===== src/rtl/opl_pkg.sv =====
// Package for the ordered pointer list: field widths, operation and status codes,
// controller states and the command/status structs between controller and datapath.
// No dependencies.
package opl_pkg;

   localparam int OP_W     = 3;
   localparam int POS_W    = 16;
   localparam int WORD_W   = 32;
   localparam int STATUS_W = 2;
   localparam int RPOS_W   = 6;
   localparam int COUNT_W  = 7;

   typedef enum logic [OP_W-1:0] {
      OP_INSERT = 3'd0,
      OP_DELETE = 3'd1,
      OP_GET    = 3'd2,
      OP_SET    = 3'd3,
      OP_FIND   = 3'd4,
      OP_CLEAR  = 3'd5
   } op_type;

   typedef enum logic [STATUS_W-1:0] {
      ST_OK       = 2'd0,
      ST_RANGE    = 2'd1,
      ST_FULL     = 2'd2,
      ST_NOTFOUND = 2'd3
   } status_type;

   typedef enum logic [3:0] {
      S_IDLE,
      S_INS_SHIFT,
      S_INS_WRITE,
      S_DEL_WALK,
      S_GET_READ,
      S_GET_WAIT,
      S_SET_FILL,
      S_FIND_WALK,
      S_FINISH
   } state_type;

   typedef enum logic [2:0] {
      WR_NONE,
      WR_UP,
      WR_DOWN,
      WR_FILL,
      WR_WORD
   } wr_type;

   typedef enum logic [1:0] {
      CNT_HOLD,
      CNT_INC,
      CNT_DEC,
      CNT_EXTEND
   } cnt_type;

   typedef struct packed {
      logic    load;
      logic    rd;
      logic    step;
      logic    down;
      logic    capture;
      logic    find;
      logic    emit;
      wr_type  wr;
      cnt_type cnt;
   } cmd_type;

   typedef struct packed {
      logic            req_skip;
      logic [OP_W-1:0] op;
      logic            idx_eq_pos;
      logic            idx_eq_count;
      logic            match;
      logic            last_miss;
      logic            out_free;
   } sts_type;

endpackage


===== src/rtl/opl_ifs.sv =====
// Request and response channel interfaces of the ordered pointer list.
// Depends on opl_pkg.
interface opl_req_if;
   logic                         valid;
   logic                         ready;
   logic [opl_pkg::OP_W-1:0]     op;
   logic [opl_pkg::POS_W-1:0]    position;
   logic [opl_pkg::WORD_W-1:0]   data_word;

   modport source (output valid, output op, output position, output data_word, input ready);
   modport sink   (input valid, input op, input position, input data_word, output ready);
endinterface

interface opl_rsp_if;
   logic                         valid;
   logic                         ready;
   opl_pkg::status_type          status;
   logic [opl_pkg::WORD_W-1:0]   read_word;
   logic [opl_pkg::RPOS_W-1:0]   result_position;
   logic [opl_pkg::COUNT_W-1:0]  entry_count;

   modport source (output valid, output status, output read_word, output result_position,
                   output entry_count, input ready);
   modport sink   (input valid, input status, input read_word, input result_position,
                   input entry_count, output ready);
endinterface


===== src/rtl/opl_ram.sv =====
// Generic single write port, single read port RAM with registered read data.
// No dependencies.
module opl_ram #(
   parameter int WIDTH = 32,
   parameter int DEPTH = 64
) (
   input  logic                     clock,
   input  logic                     wr_en,
   input  logic [$clog2(DEPTH)-1:0] wr_addr,
   input  logic [WIDTH-1:0]         wr_data,
   input  logic [$clog2(DEPTH)-1:0] rd_addr,
   output logic [WIDTH-1:0]         rd_data
);

   logic [WIDTH-1:0] mem [DEPTH];

   always_ff @(posedge clock) begin
      if (wr_en) begin
         mem[wr_addr] <= wr_data;
      end
      rd_data <= mem[rd_addr];
   end

endmodule


===== src/rtl/opl_datapath.sv =====
// Datapath of the ordered pointer list: entry RAM, count, walk pointer, result and
// response registers. Driven by opl_ctrl commands. Depends on opl_pkg, opl_ifs, opl_ram.
module opl_datapath #(
   parameter int MAX_ENTRIES = 64
) (
   input  logic                         clock,
   input  logic                         reset,
   input  opl_pkg::cmd_type             cmd,
   output opl_pkg::sts_type             sts,
   input  logic [opl_pkg::OP_W-1:0]     req_op,
   input  logic [opl_pkg::POS_W-1:0]    req_position,
   input  logic [opl_pkg::WORD_W-1:0]   req_data_word,
   opl_rsp_if.source                    rsp
);

   localparam int AW = $clog2(MAX_ENTRIES);
   localparam int CW = $clog2(MAX_ENTRIES + 1);

   logic [CW-1:0]                count_ff, count_in;
   logic [CW-1:0]                idx_ff, idx_in;
   logic [AW-1:0]                pos_ff, pos_in;
   logic [opl_pkg::WORD_W-1:0]   word_ff, word_in;
   logic                         ret_valid_ff, ret_valid_in;
   logic [AW-1:0]                ret_idx_ff, ret_idx_in;
   opl_pkg::status_type          status_ff, status_in;
   logic [opl_pkg::WORD_W-1:0]   rword_ff, rword_in;
   logic [AW-1:0]                rpos_ff, rpos_in;
   logic                         rsp_valid_ff, rsp_valid_in;
   opl_pkg::status_type          rsp_status_ff, rsp_status_in;
   logic [opl_pkg::WORD_W-1:0]   rsp_word_ff, rsp_word_in;
   logic [opl_pkg::RPOS_W-1:0]   rsp_pos_ff, rsp_pos_in;
   logic [opl_pkg::COUNT_W-1:0]  rsp_count_ff, rsp_count_in;

   logic                         pos_ge_count;
   logic                         pos_ge_max;
   logic                         list_full;
   logic [CW-1:0]                clamp_idx;
   opl_pkg::status_type          load_status;
   logic [CW-1:0]                rd_idx;
   logic [AW-1:0]                rd_addr;
   logic [opl_pkg::WORD_W-1:0]   rd_data;
   logic                         wr_en;
   logic [AW-1:0]                wr_addr;
   logic [opl_pkg::WORD_W-1:0]   wr_data;
   logic                         idx_eq_pos;
   logic                         match;

   opl_ram #(
      .WIDTH (opl_pkg::WORD_W),
      .DEPTH (MAX_ENTRIES)
   ) u_ram (
      .clock   (clock),
      .wr_en   (wr_en),
      .wr_addr (wr_addr),
      .wr_data (wr_data),
      .rd_addr (rd_addr),
      .rd_data (rd_data)
   );

   always_comb begin
      pos_ge_count = req_position >= opl_pkg::POS_W'(count_ff);
      pos_ge_max   = req_position >= opl_pkg::POS_W'(MAX_ENTRIES);
      list_full    = count_ff == CW'(MAX_ENTRIES);
      clamp_idx    = pos_ge_count ? count_ff : CW'(req_position);
      case (req_op)
         opl_pkg::OP_INSERT: begin
            load_status = list_full ? opl_pkg::ST_FULL : opl_pkg::ST_OK;
         end
         opl_pkg::OP_DELETE, opl_pkg::OP_GET: begin
            load_status = pos_ge_count ? opl_pkg::ST_RANGE : opl_pkg::ST_OK;
         end
         opl_pkg::OP_SET: begin
            load_status = pos_ge_max ? opl_pkg::ST_RANGE : opl_pkg::ST_OK;
         end
         opl_pkg::OP_FIND: begin
            load_status = opl_pkg::ST_NOTFOUND;
         end
         default: begin
            load_status = opl_pkg::ST_OK;
         end
      endcase
   end

   assign rd_idx     = cmd.down ? idx_ff - CW'(1) : idx_ff;
   assign rd_addr    = AW'(rd_idx);
   assign idx_eq_pos = idx_ff == CW'(pos_ff);
   assign match      = ret_valid_ff && (rd_data == word_ff);

   always_comb begin
      sts.op           = req_op;
      sts.req_skip     = (req_op == opl_pkg::OP_FIND) ? (count_ff == '0)
                                                      : (load_status != opl_pkg::ST_OK);
      sts.idx_eq_pos   = idx_eq_pos;
      sts.idx_eq_count = idx_ff == count_ff;
      sts.match        = match;
      sts.last_miss    = ret_valid_ff && !match
                         && ((CW'(ret_idx_ff) + CW'(1)) == count_ff);
      sts.out_free     = !rsp_valid_ff || rsp.ready;
   end

   always_comb begin
      wr_en   = 1'b0;
      wr_addr = pos_ff;
      wr_data = word_ff;
      case (cmd.wr)
         opl_pkg::WR_UP: begin
            wr_en   = ret_valid_ff;
            wr_addr = ret_idx_ff + AW'(1);
            wr_data = rd_data;
         end
         opl_pkg::WR_DOWN: begin
            wr_en   = ret_valid_ff && (ret_idx_ff != pos_ff);
            wr_addr = ret_idx_ff - AW'(1);
            wr_data = rd_data;
         end
         opl_pkg::WR_FILL: begin
            wr_en   = 1'b1;
            wr_addr = AW'(idx_ff);
            wr_data = idx_eq_pos ? word_ff : '0;
         end
         opl_pkg::WR_WORD: begin
            wr_en = 1'b1;
         end
         default: begin
            wr_en = 1'b0;
         end
      endcase
   end

   always_comb begin
      count_in      = count_ff;
      idx_in        = idx_ff;
      pos_in        = pos_ff;
      word_in       = word_ff;
      ret_valid_in  = cmd.rd;
      ret_idx_in    = rd_addr;
      status_in     = status_ff;
      rword_in      = rword_ff;
      rpos_in       = rpos_ff;
      rsp_valid_in  = rsp_valid_ff && !rsp.ready;
      rsp_status_in = rsp_status_ff;
      rsp_word_in   = rsp_word_ff;
      rsp_pos_in    = rsp_pos_ff;
      rsp_count_in  = rsp_count_ff;

      if (cmd.load) begin
         word_in   = req_data_word;
         status_in = load_status;
         rword_in  = '0;
         rpos_in   = '0;
         case (req_op)
            opl_pkg::OP_INSERT: begin
               idx_in = count_ff;
               pos_in = AW'(clamp_idx);
               if (!list_full) begin
                  rpos_in = AW'(clamp_idx);
               end
            end
            opl_pkg::OP_SET: begin
               idx_in = clamp_idx;
               pos_in = AW'(req_position);
            end
            opl_pkg::OP_FIND: begin
               idx_in = '0;
            end
            opl_pkg::OP_CLEAR: begin
               count_in = '0;
            end
            default: begin
               idx_in = CW'(req_position);
               pos_in = AW'(req_position);
            end
         endcase
      end

      if (cmd.step) begin
         idx_in = cmd.down ? idx_ff - CW'(1) : idx_ff + CW'(1);
      end

      if (cmd.capture && ret_valid_ff && (ret_idx_ff == pos_ff)) begin
         rword_in = rd_data;
      end

      if (cmd.find && match) begin
         status_in = opl_pkg::ST_OK;
         rpos_in   = ret_idx_ff;
      end

      case (cmd.cnt)
         opl_pkg::CNT_INC: begin
            count_in = count_ff + CW'(1);
         end
         opl_pkg::CNT_DEC: begin
            count_in = count_ff - CW'(1);
         end
         opl_pkg::CNT_EXTEND: begin
            if (CW'(pos_ff) >= count_ff) begin
               count_in = CW'(pos_ff) + CW'(1);
            end
         end
         default: begin
         end
      endcase

      if (cmd.emit) begin
         rsp_valid_in  = 1'b1;
         rsp_status_in = status_ff;
         rsp_word_in   = rword_ff;
         rsp_pos_in    = opl_pkg::RPOS_W'(rpos_ff);
         rsp_count_in  = opl_pkg::COUNT_W'(count_ff);
      end
   end

   always_ff @(posedge clock) begin
      if (reset) begin
         count_ff     <= '0;
         ret_valid_ff <= 1'b0;
         rsp_valid_ff <= 1'b0;
      end else begin
         count_ff     <= count_in;
         ret_valid_ff <= ret_valid_in;
         rsp_valid_ff <= rsp_valid_in;
      end
   end

   always_ff @(posedge clock) begin
      idx_ff        <= idx_in;
      pos_ff        <= pos_in;
      word_ff       <= word_in;
      ret_idx_ff    <= ret_idx_in;
      status_ff     <= status_in;
      rword_ff      <= rword_in;
      rpos_ff       <= rpos_in;
      rsp_status_ff <= rsp_status_in;
      rsp_word_ff   <= rsp_word_in;
      rsp_pos_ff    <= rsp_pos_in;
      rsp_count_ff  <= rsp_count_in;
   end

   assign rsp.valid           = rsp_valid_ff;
   assign rsp.status          = rsp_status_ff;
   assign rsp.read_word       = rsp_word_ff;
   assign rsp.result_position = rsp_pos_ff;
   assign rsp.entry_count     = rsp_count_ff;

endmodule


===== src/rtl/opl_ctrl.sv =====
// Controller of the ordered pointer list: sequences the entry walks of each request.
// Depends on opl_pkg.
module opl_ctrl (
   input  logic              clock,
   input  logic              reset,
   input  logic              req_valid,
   output logic              req_ready,
   input  opl_pkg::sts_type  sts,
   output opl_pkg::cmd_type  cmd
);

   opl_pkg::state_type state_ff, state_in;

   always_ff @(posedge clock) begin
      if (reset) begin
         state_ff <= opl_pkg::S_IDLE;
      end else begin
         state_ff <= state_in;
      end
   end

   always_comb begin
      state_in    = state_ff;
      req_ready   = 1'b0;
      cmd         = '0;
      cmd.wr      = opl_pkg::WR_NONE;
      cmd.cnt     = opl_pkg::CNT_HOLD;
      case (state_ff)
         opl_pkg::S_IDLE: begin
            req_ready = 1'b1;
            if (req_valid) begin
               cmd.load = 1'b1;
               if (sts.req_skip) begin
                  state_in = opl_pkg::S_FINISH;
               end else begin
                  case (sts.op)
                     opl_pkg::OP_INSERT: state_in = opl_pkg::S_INS_SHIFT;
                     opl_pkg::OP_DELETE: state_in = opl_pkg::S_DEL_WALK;
                     opl_pkg::OP_GET:    state_in = opl_pkg::S_GET_READ;
                     opl_pkg::OP_SET:    state_in = opl_pkg::S_SET_FILL;
                     opl_pkg::OP_FIND:   state_in = opl_pkg::S_FIND_WALK;
                     default:            state_in = opl_pkg::S_FINISH;
                  endcase
               end
            end
         end
         opl_pkg::S_INS_SHIFT: begin
            cmd.wr   = opl_pkg::WR_UP;
            cmd.down = 1'b1;
            if (sts.idx_eq_pos) begin
               state_in = opl_pkg::S_INS_WRITE;
            end else begin
               cmd.rd   = 1'b1;
               cmd.step = 1'b1;
            end
         end
         opl_pkg::S_INS_WRITE: begin
            cmd.wr   = opl_pkg::WR_WORD;
            cmd.cnt  = opl_pkg::CNT_INC;
            state_in = opl_pkg::S_FINISH;
         end
         opl_pkg::S_DEL_WALK: begin
            cmd.wr      = opl_pkg::WR_DOWN;
            cmd.capture = 1'b1;
            if (sts.idx_eq_count) begin
               cmd.cnt  = opl_pkg::CNT_DEC;
               state_in = opl_pkg::S_FINISH;
            end else begin
               cmd.rd   = 1'b1;
               cmd.step = 1'b1;
            end
         end
         opl_pkg::S_GET_READ: begin
            cmd.rd   = 1'b1;
            state_in = opl_pkg::S_GET_WAIT;
         end
         opl_pkg::S_GET_WAIT: begin
            cmd.capture = 1'b1;
            state_in    = opl_pkg::S_FINISH;
         end
         opl_pkg::S_SET_FILL: begin
            cmd.wr = opl_pkg::WR_FILL;
            if (sts.idx_eq_pos) begin
               cmd.cnt  = opl_pkg::CNT_EXTEND;
               state_in = opl_pkg::S_FINISH;
            end else begin
               cmd.step = 1'b1;
            end
         end
         opl_pkg::S_FIND_WALK: begin
            cmd.find = 1'b1;
            if (sts.match || sts.last_miss) begin
               state_in = opl_pkg::S_FINISH;
            end else if (!sts.idx_eq_count) begin
               cmd.rd   = 1'b1;
               cmd.step = 1'b1;
            end
         end
         opl_pkg::S_FINISH: begin
            if (sts.out_free) begin
               cmd.emit = 1'b1;
               state_in = opl_pkg::S_IDLE;
            end
         end
         default: begin
            state_in = opl_pkg::S_IDLE;
         end
      endcase
   end

endmodule


===== src/rtl/ordered_pointer_list.sv =====
// Ordered list of up to MAX_ENTRIES 32-bit words with insert, delete, get, set,
// find and clear. One request is worked at a time; the entry RAM has one read and
// one write port and a walk moves one entry per cycle. Set zero-fills the entries
// between the end of the list and the set position, and find stops at the first
// match. Clear and rejected requests skip the walk. The next request is accepted
// while the response register still waits to be taken. No clearing pass after
// reset.
// Depends on opl_pkg, opl_ifs, opl_ctrl, opl_datapath.
module ordered_pointer_list #(
   parameter int MAX_ENTRIES = 64
) (
   input  logic      clock,
   input  logic      reset,
   opl_req_if.sink   req_bus,
   opl_rsp_if.source rsp_bus
);

   opl_pkg::cmd_type cmd;
   opl_pkg::sts_type sts;
   logic             req_ready;

   opl_ctrl u_ctrl (
      .clock     (clock),
      .reset     (reset),
      .req_valid (req_bus.valid),
      .req_ready (req_ready),
      .sts       (sts),
      .cmd       (cmd)
   );

   opl_datapath #(
      .MAX_ENTRIES (MAX_ENTRIES)
   ) u_datapath (
      .clock         (clock),
      .reset         (reset),
      .cmd           (cmd),
      .sts           (sts),
      .req_op        (req_bus.op),
      .req_position  (req_bus.position),
      .req_data_word (req_bus.data_word),
      .rsp           (rsp_bus)
   );

   assign req_bus.ready = req_ready;

`ifndef SYNTHESIS
   a_busy_after_load: assert property (@(posedge clock) disable iff (reset)
      cmd.load |=> !req_bus.ready)
      else $error("request accepted while a previous one is in progress");

   a_emit_shows_rsp: assert property (@(posedge clock) disable iff (reset)
      cmd.emit |=> rsp_bus.valid)
      else $error("response not presented after completion");

   a_cmd_exclusive: assert property (@(posedge clock) disable iff (reset)
      $onehot0({cmd.load, cmd.rd, cmd.emit}))
      else $error("load, read and emit overlap");

   a_error_no_word: assert property (@(posedge clock) disable iff (reset)
      rsp_bus.valid && (rsp_bus.status != opl_pkg::ST_OK)
      |-> (rsp_bus.read_word == '0) && (rsp_bus.result_position == '0))
      else $error("failed request returns data");
`endif

endmodule

===== src/flat_wrapper.sv =====
// flat-port wrapper written by rule: the top's interface ports become plain ports
module ordered_pointer_list_flat 
#(
   parameter int MAX_ENTRIES = 64
)
  (clock, reset, req_bus_valid, req_bus_op, req_bus_position, req_bus_data_word, req_bus_ready, rsp_bus_valid, rsp_bus_status, rsp_bus_read_word, rsp_bus_result_position, rsp_bus_entry_count, rsp_bus_ready);
  opl_req_if req_bus_i ();
  opl_rsp_if rsp_bus_i ();
  input  logic clock;
  input  logic reset;
  input wire logic [$bits(req_bus_i.valid)-1:0] req_bus_valid;
  input wire logic [$bits(req_bus_i.op)-1:0] req_bus_op;
  input wire logic [$bits(req_bus_i.position)-1:0] req_bus_position;
  input wire logic [$bits(req_bus_i.data_word)-1:0] req_bus_data_word;
  output wire logic [$bits(req_bus_i.ready)-1:0] req_bus_ready;
  output wire logic [$bits(rsp_bus_i.valid)-1:0] rsp_bus_valid;
  output wire logic [$bits(rsp_bus_i.status)-1:0] rsp_bus_status;
  output wire logic [$bits(rsp_bus_i.read_word)-1:0] rsp_bus_read_word;
  output wire logic [$bits(rsp_bus_i.result_position)-1:0] rsp_bus_result_position;
  output wire logic [$bits(rsp_bus_i.entry_count)-1:0] rsp_bus_entry_count;
  input wire logic [$bits(rsp_bus_i.ready)-1:0] rsp_bus_ready;
  assign req_bus_i.valid = req_bus_valid;
  assign req_bus_i.op = req_bus_op;
  assign req_bus_i.position = req_bus_position;
  assign req_bus_i.data_word = req_bus_data_word;
  assign req_bus_ready = req_bus_i.ready;
  assign rsp_bus_valid = rsp_bus_i.valid;
  assign rsp_bus_status = rsp_bus_i.status;
  assign rsp_bus_read_word = rsp_bus_i.read_word;
  assign rsp_bus_result_position = rsp_bus_i.result_position;
  assign rsp_bus_entry_count = rsp_bus_i.entry_count;
  assign rsp_bus_i.ready = rsp_bus_ready;
  ordered_pointer_list #(.MAX_ENTRIES(MAX_ENTRIES)) u_core (.clock(clock), .reset(reset), .req_bus(req_bus_i), .rsp_bus(rsp_bus_i));
endmodule

===== config.mk =====
export PLATFORM = sky130hd
export DESIGN_NAME = ordered_pointer_list_flat
export DESIGN_NICKNAME = d
export VERILOG_FILES = /design/src/rtl/opl_pkg.sv /design/src/rtl/opl_ifs.sv /design/src/rtl/opl_ram.sv /design/src/rtl/opl_datapath.sv /design/src/rtl/opl_ctrl.sv /design/src/rtl/ordered_pointer_list.sv /design/src/flat_wrapper.sv
export SDC_FILE = /design/constraint.sdc
export NUM_CORES = 2
export LEC_CHECK = 0
export BUFFER_PORTS_ARGS = -buffer_cell sky130_fd_sc_hd__buf_2
export CORE_MARGIN = 8
export CORE_UTILIZATION = 50
export DETAILED_ROUTE_END_ITERATION = 6
export PLACE_DENSITY = 0.66
export SLEW_MARGIN = 30
export SYNTH_ARGS = -nofsm -noshare
export SYNTH_HDL_FRONTEND = slang
export SYNTH_HIERARCHICAL = 1
export SYNTH_SLANG_ARGS = --single-unit

===== constraint.sdc =====
create_clock -name clock -period 7.9 [get_ports clock]
set_clock_uncertainty 0.15 [all_clocks]
set_input_delay 1.58 -clock clock [delete_from_list [all_inputs] [get_ports clock]]
set_output_delay 1.58 -clock clock [all_outputs]
set_load 0.02 [all_outputs]

* After elaboration in Yosys (flattened, before gate mapping)
Memories as Yosys holds them, arrays and structs flattened. A register that Yosys moved wholly into a read port is not among the register bits.
Index checks and enable logic that the tools add are counted.
** Word-level totals
- Flip-flop bits (word level) :: 151
- Memory bits (writable) :: 2048
- Input port bits :: 55
- Output and inout bits :: 49
- Logic and storage cells :: 147
- Memories kept :: 1
** Memories
- u_core.u_datapath.u_ram.mem :: depth 64, width 32, rd ports 1, clocked after Yosys merged registers in 1, write ports 1, RTL line opl_ram.sv:15 : logic [WIDTH-1:0] mem [DEPTH];
** Operators by class
- $add $sub $neg :: 8
- Magnitude comparators :: 3
- Eq/ne operators :: 34
- Mux-type cells :: 56
- Bitwise gates (word level) :: 1
- Reduce and logical (&&, ||, !) cells :: 29
** Operator list (number)
- $mux W32 :: 3
- $pmux W32 S2 :: 1
- $mux W7 :: 7
- $eq A32 B32 Y1 :: 1
- $pmux W4 S8 :: 1
- $mux W6 :: 5
- $mux W4 :: 7
- $pmux W7 S4 :: 1
- $pmux W7 S3 :: 1
- $pmux W4 S5 :: 1
- $pmux W6 S3 :: 1
- $eq A4 B3 Y1 const B :: 4
- $ge A16 B7 Y1 :: 1
- $ge A16 B7 Y1 const B :: 1
- $mux W1 :: 15
- $add A6 B1 Y7 const B :: 2
- $add A7 B1 Y7 const B :: 2
- $eq A7 B7 Y1 :: 2
- $sub A7 B1 Y7 const B :: 2
- $eq A3 B2 Y1 const B :: 4
- $mux W2 :: 6
- $pmux W3 S4 :: 1
- $pmux W6 S2 :: 1
- $reduce_or A2 Y1 :: 6
- other kinds (30) :: 55

* Logic depth before layout (Yosys ltp)
- Depth after elaboration :: 10
- Mapped depth :: 16
- Depth with buffers taken out :: 14

* By module
Netlist, hierarchy kept.
** Modules (own cells, without submodules)
- opl_ram :: times used 1, cells an instance 3324, area each 78515.3 µm², seq. area each 62139.6 µm²
- opl_datapath :: times used 1, cells an instance 653, area each 7830.0 µm², seq. area each 4244.1 µm²
- opl_ctrl :: times used 1, cells an instance 65, area each 511.7 µm², seq. area each 80.1 µm²

* Least setup slack after synthesis
No wires, ideal clock.
- Path type :: input-to-reg
- Start :: input rsp_bus_ready
- End :: register u_core.u_datapath.rsp_count_ff (netlist bit u_core/u_datapath/rsp.entry_count[0]), enable pin
- Setup time :: 0.571 ns
- Arrival :: 6.281 ns
- Required time :: 7.179 ns
- Setup slack :: 0.898 ns
- Stages on the path :: 3
- Path buffers :: 0
- Path through :: nand2b_1 -> nand2_1 -> nor4_1
** RTL lines
- from (decl) :: RTL line flat_wrapper.sv:21 : input wire logic [$bits(rsp_bus_i.ready)-1:0] rsp_bus_ready;
- to (signal assigned) :: RTL line opl_datapath.sv:237 : rsp_count_ff <= rsp_count_in;
- to (decl) :: RTL line opl_datapath.sv:32 : logic [opl_pkg::COUNT_W-1:0] rsp_count_ff, rsp_count_in;

==> flow_summary.json <==
{
  "cts_buffers": 211,
  "cp_cell_sequence": "nor4b_4 -> or2_2 -> nand2b_1 -> nor2_1 -> ha_1 -> o21ai_0 -> o21bai_1 -> a21oi_1 -> xnor2_1 -> a211oi_1 -> nor2_1 -> nand3b_1 -> nor2_4 -> buf_4",
  "synth_sequential_area_ratio_pct": 76.5,
  "grt_max_degree": 101,
  "hold_ws_ps": 257,
  "busiest_layer": "met2",
  "synth-simple-area-share_pct": 2.38,
  "worst-slew-pin-transition_ps": 1060,
  "clk_latency_ps": 850,
  "synthAdderAreaFrac_pct": 0.493,
  "hp-class": "flip-flop to flip-flop",
  "clock_tree.root_cell": "clkbuf_16",
  "fin_ws_ps": 1520,
  "cpMostUsedCell": "nor2_1",
  "synth-xor-area-share_pct": 0.847,
  "critPathLaunch": "u_core/u_ctrl/state_ff[2]",
  "path_clk_slew_ps": 60,
  "wl_mm": 219,
  "grt_pass1_vias": 41400,
  "grt_usage_pct": 23.1,
  "tns_ps": 0,
  "port_buffers": 103,
  "leakage_nw": 31.1,
  "drv_slew": 0,
  "async_flop_share_pct": 0,
  "end_kind": "flip-flop",
  "drive_gt1_share_pct": 27.7,
  "min_path_cells": 0,
  "grt_pass1_wl_mm": 310,
  "die_x_um": 433,
  "drtAntennaViolNets": 0,
  "grt-ovfl-total": 0,
  "fillers": 12371,
  "ctsLongestPathBuffers": 3,
  "layout.cells.non_filler": 6786,
  "final_nets": 4363,
  "r2r-start": "u_core/u_ctrl/state_ff[2]",
  "yosysWarnings": 6,
  "avgViaCountPerCell": 6.31,
  "synthMuxAreaShare_pct": 15.4,
  "grtUsageMet3_pct": 4.18,
  "ctsHoldBuffers": 0,
  "hpwl_mm": 136,
  "critPathRequiredTime_ps": 8270,
  "avgSynthCellArea_um2": 21.5,
  "rows": 153,
  "cts_setup_buffers": 0,
  "rsz0062_at_grt": "false",
  "cap_viol_max_count": 0,
  "syn-num-nets": 4130,
  "fin_crit_sh_pct": 80.7,
  "num_vias": 42795,
  "layout_commonest_cell": "edfxtp_1",
  "htreeDepth": 4,
  "wl_per_cell_um": 32.2,
  "grt_use_met2_pct": 35.2,
  "antenna_found_initial": 16,
  "core_area_um2": 173000,
  "r2r-end": "u_core/u_datapath/u_ram/mem[41][23]",
  "met1_usage_pct": 33.7,
  "power.density_nw_per_um2": 401,
  "numPlacedInstances": 6385,
  "critical_path_arrival_ps": 6750,
  "ys_types": 73,
  "yosys_most_used_dff": "edfxtp_1",
  "cts_resized": 0,
  "path_class": "flip-flop to flip-flop",
  "ios": 104,
  "total_power_mw": 39.7,
  "drc": 0,
  "initial_core_util_pct": 50.1,
  "setup_violations": 0,
  "synth_cells": 4042,
  "max-vdd-ir-drop_mv": 0.290,
  "cp_slowest_cell": "nand3b_1",
  "ys_ff_latch": 2231,
  "layout_min_cycle_time_ps": 6380,
  "startpoint_type": "flip-flop",
  "place_congestion": 0.900,
  "initialDrtViolationCount": 5583,
  "syn_area_um2": 86900,
  "fmax_mhz": 157,
  "worstRegToRegCells": 14,
  "final_hold_viol_count": 0,
  "slowest_delay_ps": 810,
  "crit_fanout": 19,
  "outcome": "finished clean",
  "drtPass1Iterations": 5,
  "cts_tree": "done",
  "endpoint": "u_core/u_datapath/u_ram/mem[41][23]",
  "synthToLayoutAreaGrowth_pct": 13.9,
  "synth_top_family_by_area": "multiplexers",
  "synth-edff-count": 2178,
  "final_cell_mix": "edfxtp_1 (2178), mux4_2 (544), clkbuf_16 (213), mux2i_1 (104), buf_2 (103)",
  "dieArea_um2": 187000,
  "rrSetupSlack_ps": 1520,
  "clkSinkCount": 2231,
  "slew_headroom_pct": 29.3,
  "synth-compound-area-share_pct": 2.95,
  "post-place-ws_ps": 1730,
  "die_h_um": 433
}
==> cells in the mapped netlist (10+ instances only) <==
master | instances | area (µm²)
edfxtp_1 | 2178 | 65400
mux4_2 | 544 | 12300
nor2_1 | 158 | 593
mux2i_1 | 105 | 1050
a21oi_1 | 101 | 505
clkbuf_1 | 100 | 375
o22ai_1 | 90 | 563
buf_2 | 66 | 330
nand2_1 | 65 | 244
xor2_1 | 58 | 508
dfxtp_1 | 53 | 1060
and2_1 | 39 | 244
a22o_1 | 33 | 289
ha_1 | 31 | 388
buf_4 | 30 | 225
o221ai_1 | 27 | 236
xnor2_1 | 26 | 228
inv_1 | 25 | 93.8
nor2b_1 | 25 | 156
buf_1 | 21 | 78.8
a22oi_1 | 20 | 150
o21ai_0 | 20 | 100
nand2b_1 | 19 | 119
nand3_1 | 18 | 90.1
nor4_1 | 13 | 81.3
nand4_1 | 12 | 75.1
and3_1 | 11 | 68.8
nor3_1 | 11 | 55.1
a311oi_1 | 10 | 87.6
==> critical path: cells and delay by family, from the launching register on <==
| kind | cells | cell delay (ps) |
|---|---|---|
| AO/OA/AOI/OAI | 4 | 560 |
| buffers and inverters | 1 | 360 |
| adder cells (fa/ha/maj) | 1 | 370 |
| AND/OR/NAND/NOR | 7 | 3730 |
| XOR/XNOR | 1 | 130 |
| flip-flops | 1 | 740 |
==> report_power, final <==
part	total (mW)	switching, mW	internal [mW]
registers	15.8	0.564	15.3
logic	14.0	8.99	4.97
clock network	9.90	4.35	5.55
total	39.7	13.9	25.8
==> final cells by class <==
| type | instances | area (µm²) | area share [%] |
|---|---|---|---|
| well taps | 2325 | 2910 | 2.94 |
| clock inverters | 127 | 1190 | 1.21 |
| flip-flops and latches | 2231 | 66500 | 67.2 |
| multi-input cells | 1561 | 20000 | 20.2 |
| repair buffers | 245 | 2690 | 2.72 |
| clock buffers | 268 | 5590 | 5.65 |
| diodes | 4 | 10.0 | 0.0101 |
| inverters | 25 | 93.8 | 0.0949 |
==> routing by layer <==
metal	part of all wire (%)	wire, µm
met3	9.8	21400
met5	0	0
met2	46	101000
met1	40	87500
met4	3.9	8610
==> worst min path at each step <==
stage | endpoint | slack, ps | from
floorplan | u_core/u_datapath/rsp.read_word[0] | 250 | u_core/u_datapath/rword_ff[0]
global placement | u_core/u_datapath/rsp.read_word[25] | 250 | u_core/u_datapath/rword_ff[25]
detailed placement | u_core/u_datapath/rsp.read_word[12] | 250 | u_core/u_datapath/rword_ff[12]
CTS | u_core/u_datapath/rsp.read_word[14] | 260 | u_core/u_datapath/rword_ff[14]
global route | u_core/u_datapath/rsp.read_word[18] | 270 | u_core/u_datapath/rword_ff[18]
finish | u_core/u_datapath/rsp.read_word[14] | 260 | u_core/u_datapath/rword_ff[14]
==> state kept, by name, indices dropped and copies added (netlist names), 6 cells and up <==
| register | cells |
|---|---|
| u_core/u_datapath/u_ram/mem | 2048 |
| u_core/u_datapath/rsp.read_word | 32 |
| u_core/u_datapath/rword_ff | 32 |
| u_core/u_datapath/u_ram/rd_data | 32 |
| u_core/u_datapath/word_ff | 32 |
| u_core/u_datapath/count_ff | 7 |
| u_core/u_datapath/idx_ff | 7 |
| u_core/u_datapath/rsp.entry_count | 7 |
| u_core/u_datapath/pos_ff | 6 |
| u_core/u_datapath/ret_idx_ff | 6 |
| u_core/u_datapath/rpos_ff | 6 |
| u_core/u_datapath/rsp.result_position | 6 |
==> through the flow <==
step | util (%) | area (µm²)
after global routing | 57.1 | 98900
after CTS | 57.1 | 98900
final | 57.1 | 98900
after floorplan | - | 86900
after global placement | 52.4 | 90800
after detailed placement | 53.2 | 92100
==> cell families after synthesis <==
family / Yosys count
AOI/OAI and AO/OA: 374
xor gates and xnor gates: 84
adders and majority gates: 33
buffers and inverters: 250
DFF: 2231
muxes: 658
and+or+nand+nor: 412
Note: power is estimated with default switching activity, not from simulation.
